<file path="src/hw/rtl/bra_pkg.sv">
// Shared types and constants for the bitmap run allocator.
`default_nettype none
package bra_pkg;

  localparam int NBITS     = 1024;
  localparam int WORD_BITS = 32;
  localparam int NWORDS    = NBITS / WORD_BITS;
  localparam int IDX_W     = 10;
  localparam int CNT_W     = 11;
  localparam int WADDR_W   = 5;
  localparam int BIT_W     = 5;
  localparam int ADDR_W    = 3;

  localparam logic [CNT_W-1:0]  NBITS_C       = CNT_W'(NBITS);
  localparam logic [ADDR_W-1:0] REG_LIMIT_ADR = 3'd0;

  localparam logic [2:0] OP_SET   = 3'd0;
  localparam logic [2:0] OP_CLR   = 3'd1;
  localparam logic [2:0] OP_TEST  = 3'd2;
  localparam logic [2:0] OP_RANGE = 3'd3;
  localparam logic [2:0] OP_FIT   = 3'd4;
  localparam logic [2:0] OP_ONE   = 3'd5;

  typedef struct packed {
    logic [2:0]       op;
    logic [IDX_W-1:0] bit_index;
    logic [CNT_W-1:0] bit_count;
  } cmd_t;

  typedef struct packed {
    logic             bit_value;
    logic [IDX_W-1:0] found_index;
    logic             status;
  } res_t;

endpackage
`default_nettype wire

</file>
<file path="src/hw/rtl/bra_engine.sv">
// Bitmap memory with the scan / read-modify-write sequencer.
`default_nettype none
module bra_engine (
  input  wire logic                      clk,
  input  wire logic                      rst_n,
  input  wire logic                      cmd_valid,
  input  wire bra_pkg::cmd_t             cmd,
  output logic                           cmd_ready,
  input  wire logic [bra_pkg::CNT_W-1:0] lim,
  output logic                           res_valid,
  output bra_pkg::res_t                  res,
  input  wire logic                      res_ready
);

  localparam logic [2:0] ST_IDLE = 3'd0;
  localparam logic [2:0] ST_MOD  = 3'd1;
  localparam logic [2:0] ST_FIT  = 3'd2;
  localparam logic [2:0] ST_ONE  = 3'd3;
  localparam logic [2:0] ST_DONE = 3'd4;

  localparam logic [1:0] MD_SET  = 2'd0;
  localparam logic [1:0] MD_CLR  = 2'd1;
  localparam logic [1:0] MD_TEST = 2'd2;

  localparam int W  = bra_pkg::WORD_BITS;
  localparam int AW = bra_pkg::WADDR_W;
  localparam int IW = bra_pkg::IDX_W;
  localparam int CW = bra_pkg::CNT_W;
  localparam int BW = bra_pkg::BIT_W;

  // bitmap storage, per-word valid flags stand in for the reset clear
  logic [W-1:0]              mem [bra_pkg::NWORDS];
  logic [bra_pkg::NWORDS-1:0] vld_r;
  logic [W-1:0]              rd_data_r;
  logic                      rd_vld_r;
  logic                      rd_en, wr_en;
  logic [AW-1:0]             rd_addr, wr_addr;
  logic [W-1:0]              wr_data;

  logic [2:0]    st_r, st_nxt;
  logic [IW-1:0] lo_r, lo_nxt, hi_r, hi_nxt;
  logic [1:0]    mode_r, mode_nxt;
  logic [CW-1:0] cnt_r, cnt_nxt, run_r, run_nxt;
  logic [AW-1:0] iss_w_r, iss_w_nxt, end_w_r, end_w_nxt, ev_w_r, ev_w_nxt;
  logic          iss_on_r, iss_on_nxt, ev_on_r, ev_on_nxt;
  bra_pkg::res_t res_r, res_nxt;

  logic [W-1:0]  word_d, limmask, used, free, modmask;
  logic [CW-1:0] run_j [W];
  logic          fit_hit, one_hit, any_used;
  logic [BW-1:0] fit_j, one_j, hi_used;
  logic [CW-1:0] run_word, fit_base, fit_end, lim_m1;
  logic [CW:0]   range_end;

  always_ff @(posedge clk) begin
    if (wr_en) begin
      mem[wr_addr] <= wr_data;
    end
    if (rd_en) begin
      rd_data_r <= mem[rd_addr];
      rd_vld_r  <= vld_r[rd_addr];
    end
  end

  always_ff @(posedge clk) begin
    if (!rst_n) begin
      vld_r <= '0;
    end else if (wr_en) begin
      vld_r[wr_addr] <= 1'b1;
    end
  end

  assign word_d = rd_vld_r ? rd_data_r : '0;
  assign lim_m1 = lim - CW'(1);

  always_comb begin
    for (int j = 0; j < W; j++) begin
      limmask[j] = ({1'b0, ev_w_r, BW'(j)} >= lim);
      modmask[j] = ({ev_w_r, BW'(j)} >= lo_r) && ({ev_w_r, BW'(j)} <= hi_r);
    end
  end

  assign used = word_d | limmask;
  assign free = ~used;

  // free run length ending at each bit position, carried in from lower words
  always_comb begin
    logic          has;
    logic [BW-1:0] p;
    for (int j = 0; j < W; j++) begin
      has = 1'b0;
      p   = '0;
      for (int k = 0; k < W; k++) begin
        if (k <= j && used[k]) begin
          has = 1'b1;
          p   = BW'(k);
        end
      end
      run_j[j] = has ? (CW'(j) - {{(CW-BW){1'b0}}, p}) : (run_r + CW'(j) + CW'(1));
    end
  end

  always_comb begin
    fit_hit = 1'b0;
    fit_j   = '0;
    for (int j = W - 1; j >= 0; j--) begin
      if (run_j[j] >= cnt_r) begin
        fit_hit = 1'b1;
        fit_j   = BW'(j);
      end
    end
  end

  always_comb begin
    one_hit  = 1'b0;
    one_j    = '0;
    any_used = 1'b0;
    hi_used  = '0;
    for (int j = 0; j < W; j++) begin
      if (free[j]) begin
        one_hit = 1'b1;
        one_j   = BW'(j);
      end
      if (used[j]) begin
        any_used = 1'b1;
        hi_used  = BW'(j);
      end
    end
  end

  assign run_word  = any_used ? {{(CW-BW){1'b0}}, BW'(W - 1) - hi_used}
                              : run_r + CW'(W);
  assign fit_base  = {1'b0, ev_w_r, fit_j} + CW'(1) - cnt_r;
  assign fit_end   = fit_base + cnt_r - CW'(1);
  assign range_end = {2'b00, cmd.bit_index} + {1'b0, cmd.bit_count} - (CW+1)'(1);

  always_comb begin
    st_nxt     = st_r;
    lo_nxt     = lo_r;
    hi_nxt     = hi_r;
    mode_nxt   = mode_r;
    cnt_nxt    = cnt_r;
    run_nxt    = run_r;
    iss_w_nxt  = iss_w_r;
    end_w_nxt  = end_w_r;
    ev_w_nxt   = ev_w_r;
    iss_on_nxt = iss_on_r;
    ev_on_nxt  = ev_on_r;
    res_nxt    = res_r;
    rd_en      = 1'b0;
    rd_addr    = iss_w_r;
    wr_en      = 1'b0;
    wr_addr    = ev_w_r;
    wr_data    = word_d;

    // streaming reads: one word issued per cycle, evaluated the next
    if (st_r == ST_MOD || st_r == ST_FIT || st_r == ST_ONE) begin
      rd_en     = iss_on_r;
      ev_on_nxt = iss_on_r;
      ev_w_nxt  = iss_w_r;
      if (iss_on_r) begin
        if (iss_w_r == end_w_r) begin
          iss_on_nxt = 1'b0;
        end else if (st_r == ST_ONE) begin
          iss_w_nxt = iss_w_r - AW'(1);
        end else begin
          iss_w_nxt = iss_w_r + AW'(1);
        end
      end
    end

    unique case (st_r)
      ST_IDLE: begin
        if (cmd_valid) begin
          res_nxt    = '0;
          lo_nxt     = cmd.bit_index;
          hi_nxt     = cmd.bit_index;
          cnt_nxt    = cmd.bit_count;
          run_nxt    = '0;
          iss_w_nxt  = cmd.bit_index[IW-1:BW];
          end_w_nxt  = cmd.bit_index[IW-1:BW];
          iss_on_nxt = 1'b1;
          ev_on_nxt  = 1'b0;
          st_nxt     = ST_MOD;
          case (cmd.op)
            bra_pkg::OP_SET:  mode_nxt = MD_SET;
            bra_pkg::OP_CLR:  mode_nxt = MD_CLR;
            bra_pkg::OP_TEST: mode_nxt = MD_TEST;
            bra_pkg::OP_RANGE: begin
              mode_nxt = MD_SET;
              if (cmd.bit_count == '0) begin
                st_nxt = ST_DONE;
              end else if (range_end >= (CW+1)'(bra_pkg::NBITS)) begin
                hi_nxt    = IW'(bra_pkg::NBITS - 1);
                end_w_nxt = AW'(bra_pkg::NWORDS - 1);
              end else begin
                hi_nxt    = range_end[IW-1:0];
                end_w_nxt = range_end[IW-1:BW];
              end
            end
            bra_pkg::OP_FIT: begin
              iss_w_nxt = '0;
              end_w_nxt = lim_m1[IW-1:BW];
              if (cmd.bit_count == '0 || lim == '0) begin
                res_nxt.status = 1'b1;
                st_nxt         = ST_DONE;
              end else begin
                st_nxt = ST_FIT;
              end
            end
            bra_pkg::OP_ONE: begin
              iss_w_nxt = lim_m1[IW-1:BW];
              end_w_nxt = '0;
              if (lim == '0) begin
                res_nxt.status = 1'b1;
                st_nxt         = ST_DONE;
              end else begin
                st_nxt = ST_ONE;
              end
            end
            default: st_nxt = ST_DONE;
          endcase
          if (st_nxt == ST_DONE) begin
            iss_on_nxt = 1'b0;
          end
        end
      end
      ST_MOD: begin
        if (ev_on_r) begin
          if (mode_r == MD_TEST) begin
            res_nxt.bit_value = word_d[lo_r[BW-1:0]];
          end else begin
            wr_en   = 1'b1;
            wr_data = (mode_r == MD_CLR) ? (word_d & ~modmask) : (word_d | modmask);
          end
          if (ev_w_r == end_w_r) begin
            st_nxt     = ST_DONE;
            iss_on_nxt = 1'b0;
            ev_on_nxt  = 1'b0;
          end
        end
      end
      ST_FIT: begin
        if (ev_on_r) begin
          if (fit_hit) begin
            res_nxt.found_index = fit_base[IW-1:0];
            lo_nxt     = fit_base[IW-1:0];
            hi_nxt     = fit_end[IW-1:0];
            mode_nxt   = MD_SET;
            iss_w_nxt  = fit_base[IW-1:BW];
            end_w_nxt  = fit_end[IW-1:BW];
            iss_on_nxt = 1'b1;
            ev_on_nxt  = 1'b0;
            st_nxt     = ST_MOD;
          end else begin
            run_nxt = run_word;
            if (ev_w_r == end_w_r) begin
              res_nxt.status = 1'b1;
              st_nxt         = ST_DONE;
              iss_on_nxt     = 1'b0;
              ev_on_nxt      = 1'b0;
            end
          end
        end
      end
      ST_ONE: begin
        if (ev_on_r) begin
          if (one_hit) begin
            wr_en   = 1'b1;
            wr_data = word_d | (W'(1) << one_j);
            res_nxt.found_index = {ev_w_r, one_j};
            st_nxt     = ST_DONE;
            iss_on_nxt = 1'b0;
            ev_on_nxt  = 1'b0;
          end else if (ev_w_r == end_w_r) begin
            res_nxt.status = 1'b1;
            st_nxt         = ST_DONE;
            iss_on_nxt     = 1'b0;
            ev_on_nxt      = 1'b0;
          end
        end
      end
      ST_DONE: begin
        if (res_ready) begin
          st_nxt = ST_IDLE;
        end
      end
      default: st_nxt = ST_IDLE;
    endcase
  end

  always_ff @(posedge clk) begin
    if (!rst_n) begin
      st_r     <= ST_IDLE;
      iss_on_r <= 1'b0;
      ev_on_r  <= 1'b0;
    end else begin
      st_r     <= st_nxt;
      iss_on_r <= iss_on_nxt;
      ev_on_r  <= ev_on_nxt;
    end
  end

  always_ff @(posedge clk) begin
    lo_r    <= lo_nxt;
    hi_r    <= hi_nxt;
    mode_r  <= mode_nxt;
    cnt_r   <= cnt_nxt;
    run_r   <= run_nxt;
    iss_w_r <= iss_w_nxt;
    end_w_r <= end_w_nxt;
    ev_w_r  <= ev_w_nxt;
    res_r   <= res_nxt;
  end

  assign cmd_ready = (st_r == ST_IDLE);
  assign res_valid = (st_r == ST_DONE);
  assign res       = res_r;

endmodule
`default_nettype wire

</file>
<file path="src/hw/rtl/bitmap_run_allocator_unit.sv">
// Top level: stream ports, APB limit register, result output register.
// Time to out_tvalid grows with the work: set/clear/test touch one word; set range grows
// with the words touched; allocate one with the words scanned; allocate run with the words
// scanned plus the words set. One item at a time, the next accepted once the result has
// moved into the output register; the single read and write port of the bitmap memory,
// one word a cycle, set the pace.
// Synchronous reset: bitmap reads as all free at once (per-word valid flags), limit 1024.
`default_nettype none
module bitmap_run_allocator_unit (
  input  wire logic                       clk,
  input  wire logic                       rst_n,
  input  wire logic                       in_tvalid,
  output logic                            in_tready,
  // [2:0] op, [12:3] bit_index, [23:13] bit_count
  input  wire logic [23:0]                in_tdata,
  output logic                            out_tvalid,
  input  wire logic                       out_tready,
  // [0] status, [10:1] found_index, [11] bit_value, [15:12] zero
  output logic [15:0]                     out_tdata,
  input  wire logic                       cfg_psel,
  input  wire logic                       cfg_penable,
  input  wire logic                       cfg_pwrite,
  input  wire logic [bra_pkg::ADDR_W-1:0] cfg_paddr,
  input  wire logic [31:0]                cfg_pwdata,
  output logic [31:0]                     cfg_prdata,
  output logic                            cfg_pready
);

  localparam int CW = bra_pkg::CNT_W;

  logic [CW-1:0] bit_limit_r;
  logic [CW-1:0] lim;
  logic          out_valid_r;
  bra_pkg::res_t out_res_r;
  bra_pkg::cmd_t cmd;
  bra_pkg::res_t eng_res;
  logic          eng_res_valid, res_ready;

  assign cfg_pready = 1'b1;
  assign cfg_prdata = (cfg_paddr == bra_pkg::REG_LIMIT_ADR) ? {{(32-CW){1'b0}}, bit_limit_r}
                                                            : '0;

  always_ff @(posedge clk) begin
    if (!rst_n) begin
      bit_limit_r <= bra_pkg::NBITS_C;
    end else if (cfg_psel && cfg_penable && cfg_pwrite && cfg_pready &&
                 cfg_paddr == bra_pkg::REG_LIMIT_ADR) begin
      bit_limit_r <= cfg_pwdata[CW-1:0];
    end
  end

  assign lim = (bit_limit_r > bra_pkg::NBITS_C) ? bra_pkg::NBITS_C : bit_limit_r;

  assign cmd.op        = in_tdata[2:0];
  assign cmd.bit_index = in_tdata[12:3];
  assign cmd.bit_count = in_tdata[23:13];

  assign res_ready = !out_valid_r || out_tready;

  bra_engine u_engine (
    .clk       (clk),
    .rst_n     (rst_n),
    .cmd_valid (in_tvalid),
    .cmd       (cmd),
    .cmd_ready (in_tready),
    .lim       (lim),
    .res_valid (eng_res_valid),
    .res       (eng_res),
    .res_ready (res_ready)
  );

  always_ff @(posedge clk) begin
    if (!rst_n) begin
      out_valid_r <= 1'b0;
    end else if (res_ready) begin
      out_valid_r <= eng_res_valid;
    end
  end

  always_ff @(posedge clk) begin
    if (res_ready && eng_res_valid) begin
      out_res_r <= eng_res;
    end
  end

  assign out_tvalid = out_valid_r;
  assign out_tdata  = {4'b0000, out_res_r.bit_value, out_res_r.found_index, out_res_r.status};

endmodule
`default_nettype wire

</file>
<file path="config.mk">
export PLATFORM = sky130hd
export DESIGN_NAME = bitmap_run_allocator_unit
export DESIGN_NICKNAME = d
export VERILOG_FILES = /design/src/hw/rtl/bra_pkg.sv /design/src/hw/rtl/bra_engine.sv /design/src/hw/rtl/bitmap_run_allocator_unit.sv
export SDC_FILE = /design/constraint.sdc
export NUM_CORES = 2
export LEC_CHECK = 0
export ABC_AREA = 1
export BUFFER_PORTS_ARGS = -buffer_cell sky130_fd_sc_hd__buf_2
export CAP_MARGIN = 20
export CORE_ASPECT_RATIO = 1.25
export CORE_MARGIN = 5
export CORE_UTILIZATION = 39
export DETAILED_ROUTE_END_ITERATION = 8
export HOLD_SLACK_MARGIN = 0.15
export SLEW_MARGIN = 20
export SYNTH_ARGS = -nofsm -noshare
export SYNTH_HDL_FRONTEND = slang
export SYNTH_SLANG_ARGS = --single-unit
export TNS_END_PERCENT = 10
</file>
<file path="constraint.sdc">
create_clock -name clk -period 24.3 [get_ports clk]
set_input_delay 4.86 -clock clk [delete_from_list [all_inputs] [get_ports clk]]
set_output_delay 4.86 -clock clk [all_outputs]
set_load 0.01 [all_outputs]
</file>
Word-level counts from Yosys, hierarchy flattened
Memories as Yosys holds them, arrays and structs flattened. A register that Yosys moved wholly into a read port is not among the register bits.
Cells that the tools add are included.
Operators by class
  bitwise logic cells: 7
  shift-type cells: 1
  reductions and logical operators: 60
  order comparisons: 134
  add/subtract/negate cells: 104
  multiplexer cells: 332
  eq/ne operators: 25
Operators by type and width (number)
  $mux W5: 90
  $mux W11: 40
  $add A11 B1 Y11 const B: 32
  $ge A10 B11 Y1: 32
  $ge A11 B11 Y1: 32
  $ge A10 B10 Y1: 32
  $le A10 B10 Y1: 32
  $mux W32: 6
  $add A11 B5 Y11 const B: 16
  $mux W1: 134
  $or A32 B32 Y32: 4
  $mux W10: 10
  $sub A5 B5 Y6 const A: 16
  $add A11 B4 Y11 const B: 8
  $not A32 Y32: 2
  $pmux W32 S2: 1
  $mux W3: 17
  $sub A4 B5 Y6 const A: 8
  $add A11 B3 Y11 const B: 4
  $pmux W10 S2: 2
  $logic_and A1 B1 Y1: 37
  $pmux W11 S3: 1
  $and A32 B32 Y32: 1
  $mux W4: 8
  other kinds (53): 98
Word-level totals
  output and inout bits: 51
  memories: 1
  word-level logic and storage cells: 685
  input bits: 66
  bits in writable memories: 1024
  register bits: 133
Memories
  u_engine.mem: words 32, width 32, rd ports 1, clocked after Yosys merged registers in 1, write ports 1, RTL line bra_engine.sv:32  | logic [W-1:0] mem [bra_pkg::NWORDS];

Depth between registers and ports, before layout
  depth in word-level cells: 77
  mapped depth: 111
  mapped depth without buffers: 111

Cells and area by module
A second synthesis with hierarchy kept.
Second synthesis, totals
  cells, all modules: 7105
  area total of the unflattened synthesis: 68029.0 sq um
Modules (own cells, without submodules)
  bra_engine: seq. area each 34563.1 sq um, instances 1, cells an instance 6945, area each 66777.8 sq um
  bitmap_run_allocator_unit: seq. area each 600.6 sq um, instances 1, cells an instance 160, area each 1251.2 sq um

Worst setup path before layout
Ideal clock, no wire load.
  path kind: input-to-output
  start: input cfg_paddr[1] (netlist bit)
  end: output cfg_prdata[0]
  stages: 4
  setup slack: 13.929 ns
  data required time: 19.440 ns
  arrival time: 5.511 ns
  cells stage by stage: nor3_1 inv_1 clkbuf_1 nor2_1
Between the ends
  word-level cells in the longest chain between the ends: 2
Ends and longest elaborated chain
  start: declaration: RTL line bitmap_run_allocator_unit.sv:23  | input wire logic [bra_pkg::ADDR_W-1:0] cfg_paddr,
  $logic_not A3 Y1: RTL line bitmap_run_allocator_unit.sv:40  | assign cfg_prdata = (cfg_paddr == bra_pkg::REG_LIMIT_ADR) ? {{(32-CW){1'b0}}, bit_limit_r}
  $mux W11: RTL line bitmap_run_allocator_unit.sv:40
  end: declaration: RTL line bitmap_run_allocator_unit.sv:25  | output logic [31:0] cfg_prdata,
Every way passes these cells.

==> impl_metrics.csv <==
group,metric,value,unit
synth,netlist_area,0.0676,mm2
cts,cts.sinks,1189,
routing,viasPerCell,5.76,
timing,worst_pin_slew,1120,ps
power_and_ir_drop,p_switching,3.84,mW
routing,wl,242,mm
synth,synth_fa_ha_area_share,8.97,%
cts,cts_buffer_depth,3,
synth,yosysSeqAreaShare,52.0,%
timing,tns,0,ps
synth,ys_top_cells_by_area,"edfxtp_1, ha_1, o21ai_0, nor2_1, nand2_1",
synth,synth_mux_area_share,0.0148,%
place,place_inst,9137,
final_layout,fillers,16400,
final_layout,drive_above_1_share,8.05,%
timing,timing.final.crit_share,58.6,%
routing,vias,53900,
final_layout,final_cells,9364,
power_and_ir_drop,p_int,4.69,mW
worst_setup_path,crit_type,"reg2reg",
place,gp_congestion,1.02,
power_and_ir_drop,p_leak,29.1,nW
grt,antenna_found_initial,3,
synth,yosysMostFrequentCell,"nor2_1",
grt,grt_pass1_vias,51200,
synth,synthCells,7031,
outcome,status,"finished clean",
power_and_ir_drop,finalPower,8.53,mW
worst_setup_path,cp-end-kind,"flop",
worst_setup_path,worstPathArrival,14710,ps
place,port_buffers,69,
timing,fmaxAchievable,70.2,MHz
die,fp.dieH,475,um
die,die_w,382,um
grt,grt_max_degree,158,
cts,hold_buffers,0,
cts,cts_setup_buffers,0,
cts,clock_latency,780,ps
synth,synth_compound_area_share,16.4,%
power_and_ir_drop,pwr-share-comb,48.0,%
cts,cts_tree,"done",
final_layout,final_nets,7573,
power_and_ir_drop,ir_drop,0.0000830,V
job,drv_cap,0,
synth,synthArstFlopShare,0,%
worst_setup_path,slowest_stage,"dfxtp_1",
die,num_io_pins,117,
synth,synth_top_family_by_area,"compound AO/OA/AOI/OAI gates",
cts,post_cts_resized,0,
die,fp-row-count,170,
routing,drc,0,
synth,synth_common_cells,"nor2_1, edfxtp_1, o21ai_0",
cts,numCtsBuffers,118,
synth,synth_simple_gate_area_share,14.0,%
power_and_ir_drop,clock_power_share,21.3,%
synth,synth_xor_area_share,2.81,%
grt,overflow,0,
power_and_ir_drop,netSwitchingFraction,45.0,%
grt,grt_pass1_wl,347,mm
worst_setup_path,critPathMaxStageDelay,690,ps
timing,relSlewSlack,23.1,%
routing,drt_iter0_drc,5665,
place,hpwl,153,mm
final_layout,final-seq-area,0.0352,mm2
timing,finalHoldViolCount,0,
synth,synth-seq-cells,1189,
grt,grt_usage,25.8,%
die,core,0.172,mm2
timing,skew,73.7,ps
worst_hold_path,holdCritPathClass,"reg2reg",
synth,synth_top_area_share,50.4,%
synth,synth_cell_types,78,
cts,cts_root_buffer,"clkbuf_16",
timing,fin_crit,14250,ps
power_and_ir_drop,powerDensity,114,mW/mm2
synth,syn_avg_cell_area,9.61,um2
timing,setup_slack,10050,ps
final_layout,multi_input_area,0.0289,mm2
cts,cts.clk_slew.worst_paths,60,ps
synth,synth_top_cell_by_area,"edfxtp_1",
worst_setup_path,cpMostUsedCell,"nand2_1",
routing,first_pass_iters,6,
die,die-area,0.182,mm2
synth,synth_warnings,0,
cts,htreeDepth,3,
timing,drv_slew,0,
synth,synthFlopType,"edfxtp_1",
die,initial_core_util,39.3,%
timing,setup_viol,0,
power_and_ir_drop,seqPwrFrac,30.6,%
routing,ant_nets,0,
final_layout,fin_util,43.4,%
worst_setup_path,critPathMaxFanout,21,
worst_setup_path,critical_path_required,24760,ps
timing,grt_setup_unrepaired,"no",
synth,synth_edf_count,1135,
routing,wl_per_cell,25.9,um
worst_setup_path,cp-start-kind,"flop",
place,dp_slack,10340,ps
final_layout,area_delta_synth_final,10.5,%
==> registers in the layout, summed over array words and instances, names as in the netlist, 5 cells and up <==
name                count
bit_limit_r            11
u_engine.res           12
out_tdata              12
u_engine.lo_r          10
u_engine.vld_r         32
u_engine.rd_data_r     32
u_engine.hi_r          10
u_engine.iss_w_r        5
u_engine.cnt_r         11
u_engine.run_r         11
u_engine.end_w_r        5
u_engine.mem         1024
u_engine.ev_w_r         5
==> cell type report <==
class	instances	share of cell area, %
Timing Repair Buffer	205	1.97
Multi-Input combinational cell	4879	38.7
Inverter	632	3.25
Sequential cell	1189	47.1
Antenna cell	1	0.00335
Clock buffer	157	4.34
Clock inverter	65	0.860
Tap cell	2236	3.75
==> cells in the final DEF (no fill, tap or decap), drive strengths merged, types with 188 or more instances in the layout <==
cell type / netlist / final
edfxtp: 1135 / 1135
a21oi: 308 / 308
nand3: 188 / 188
xor2: 192 / 192
o221ai: 211 / 211
buf: 56 / 205
nor2: 1188 / 1188
ha: 478 / 478
o21ai: 937 / 937
inv: 619 / 621
nand2: 781 / 781
==> worst paths after layout <==
kind,startpoint,to,slack (ps),cells after the start
max,bit_limit_r[10],u_engine.hi_r[9],10050,86
min,u_engine.res[7],out_tdata[7],400,0
max reg2reg,bit_limit_r[10],u_engine.hi_r[9],10050,86
min reg2reg,u_engine.res[7],out_tdata[7],400,0
==> critical path: cells and delay by family, from the launching register on <==
kind	cells	cell delay, ps
AND/OR/NAND/NOR	59	7580
adder cells (fa/ha/maj)	7	2330
buffers and inverters	11	1710
AO/OA/AOI/OAI	8	1460
flip-flops	1	690
XOR/XNOR	1	190
==> cells by family (layout without fill, tap and decap cells) <==
| group | after synthesis | in the layout |
|---|---|---|
| mux | 1 | 1 |
| simple gates | 2295 | 2295 |
| other cells | 2 | 27 |
| compound gates | 1858 | 1858 |
| buf+inv | 987 | 1059 |
| xor+xnor | 217 | 217 |
| flops | 1189 | 1189 |
| fa+ha+maj | 482 | 482 |
==> per-layer routing <==
metal,vias up,wire length [um],global-route usage [%]
met5,-,8,0
met4,2,14000,13.3
met3,553,14700,2.74
met2,2143,119000,45.1
met1,26300,94900,31.5
li1,24900,-,-
==> power groups by stage <==
stage	combinational, mW	clock, mW	sequential [mW]
2_1_floorplan	2.62	0	2.58
3_3_place_gp	3.96	0	2.66
3_5_place_dp	4.01	0	2.65
4_1_cts	4.03	1.85	2.61
5_1_grt	4.46	1.93	2.62
6_report	4.10	1.82	2.61
==> metrics by stage <==
step	hold slack, ps	instance area, um2
global placement	403	70700
finish	396	74700
detailed placement	405	70700
floorplan	400	67700
global route	399	74700
CTS	396	74600
(Power assumes the default switching activity.)
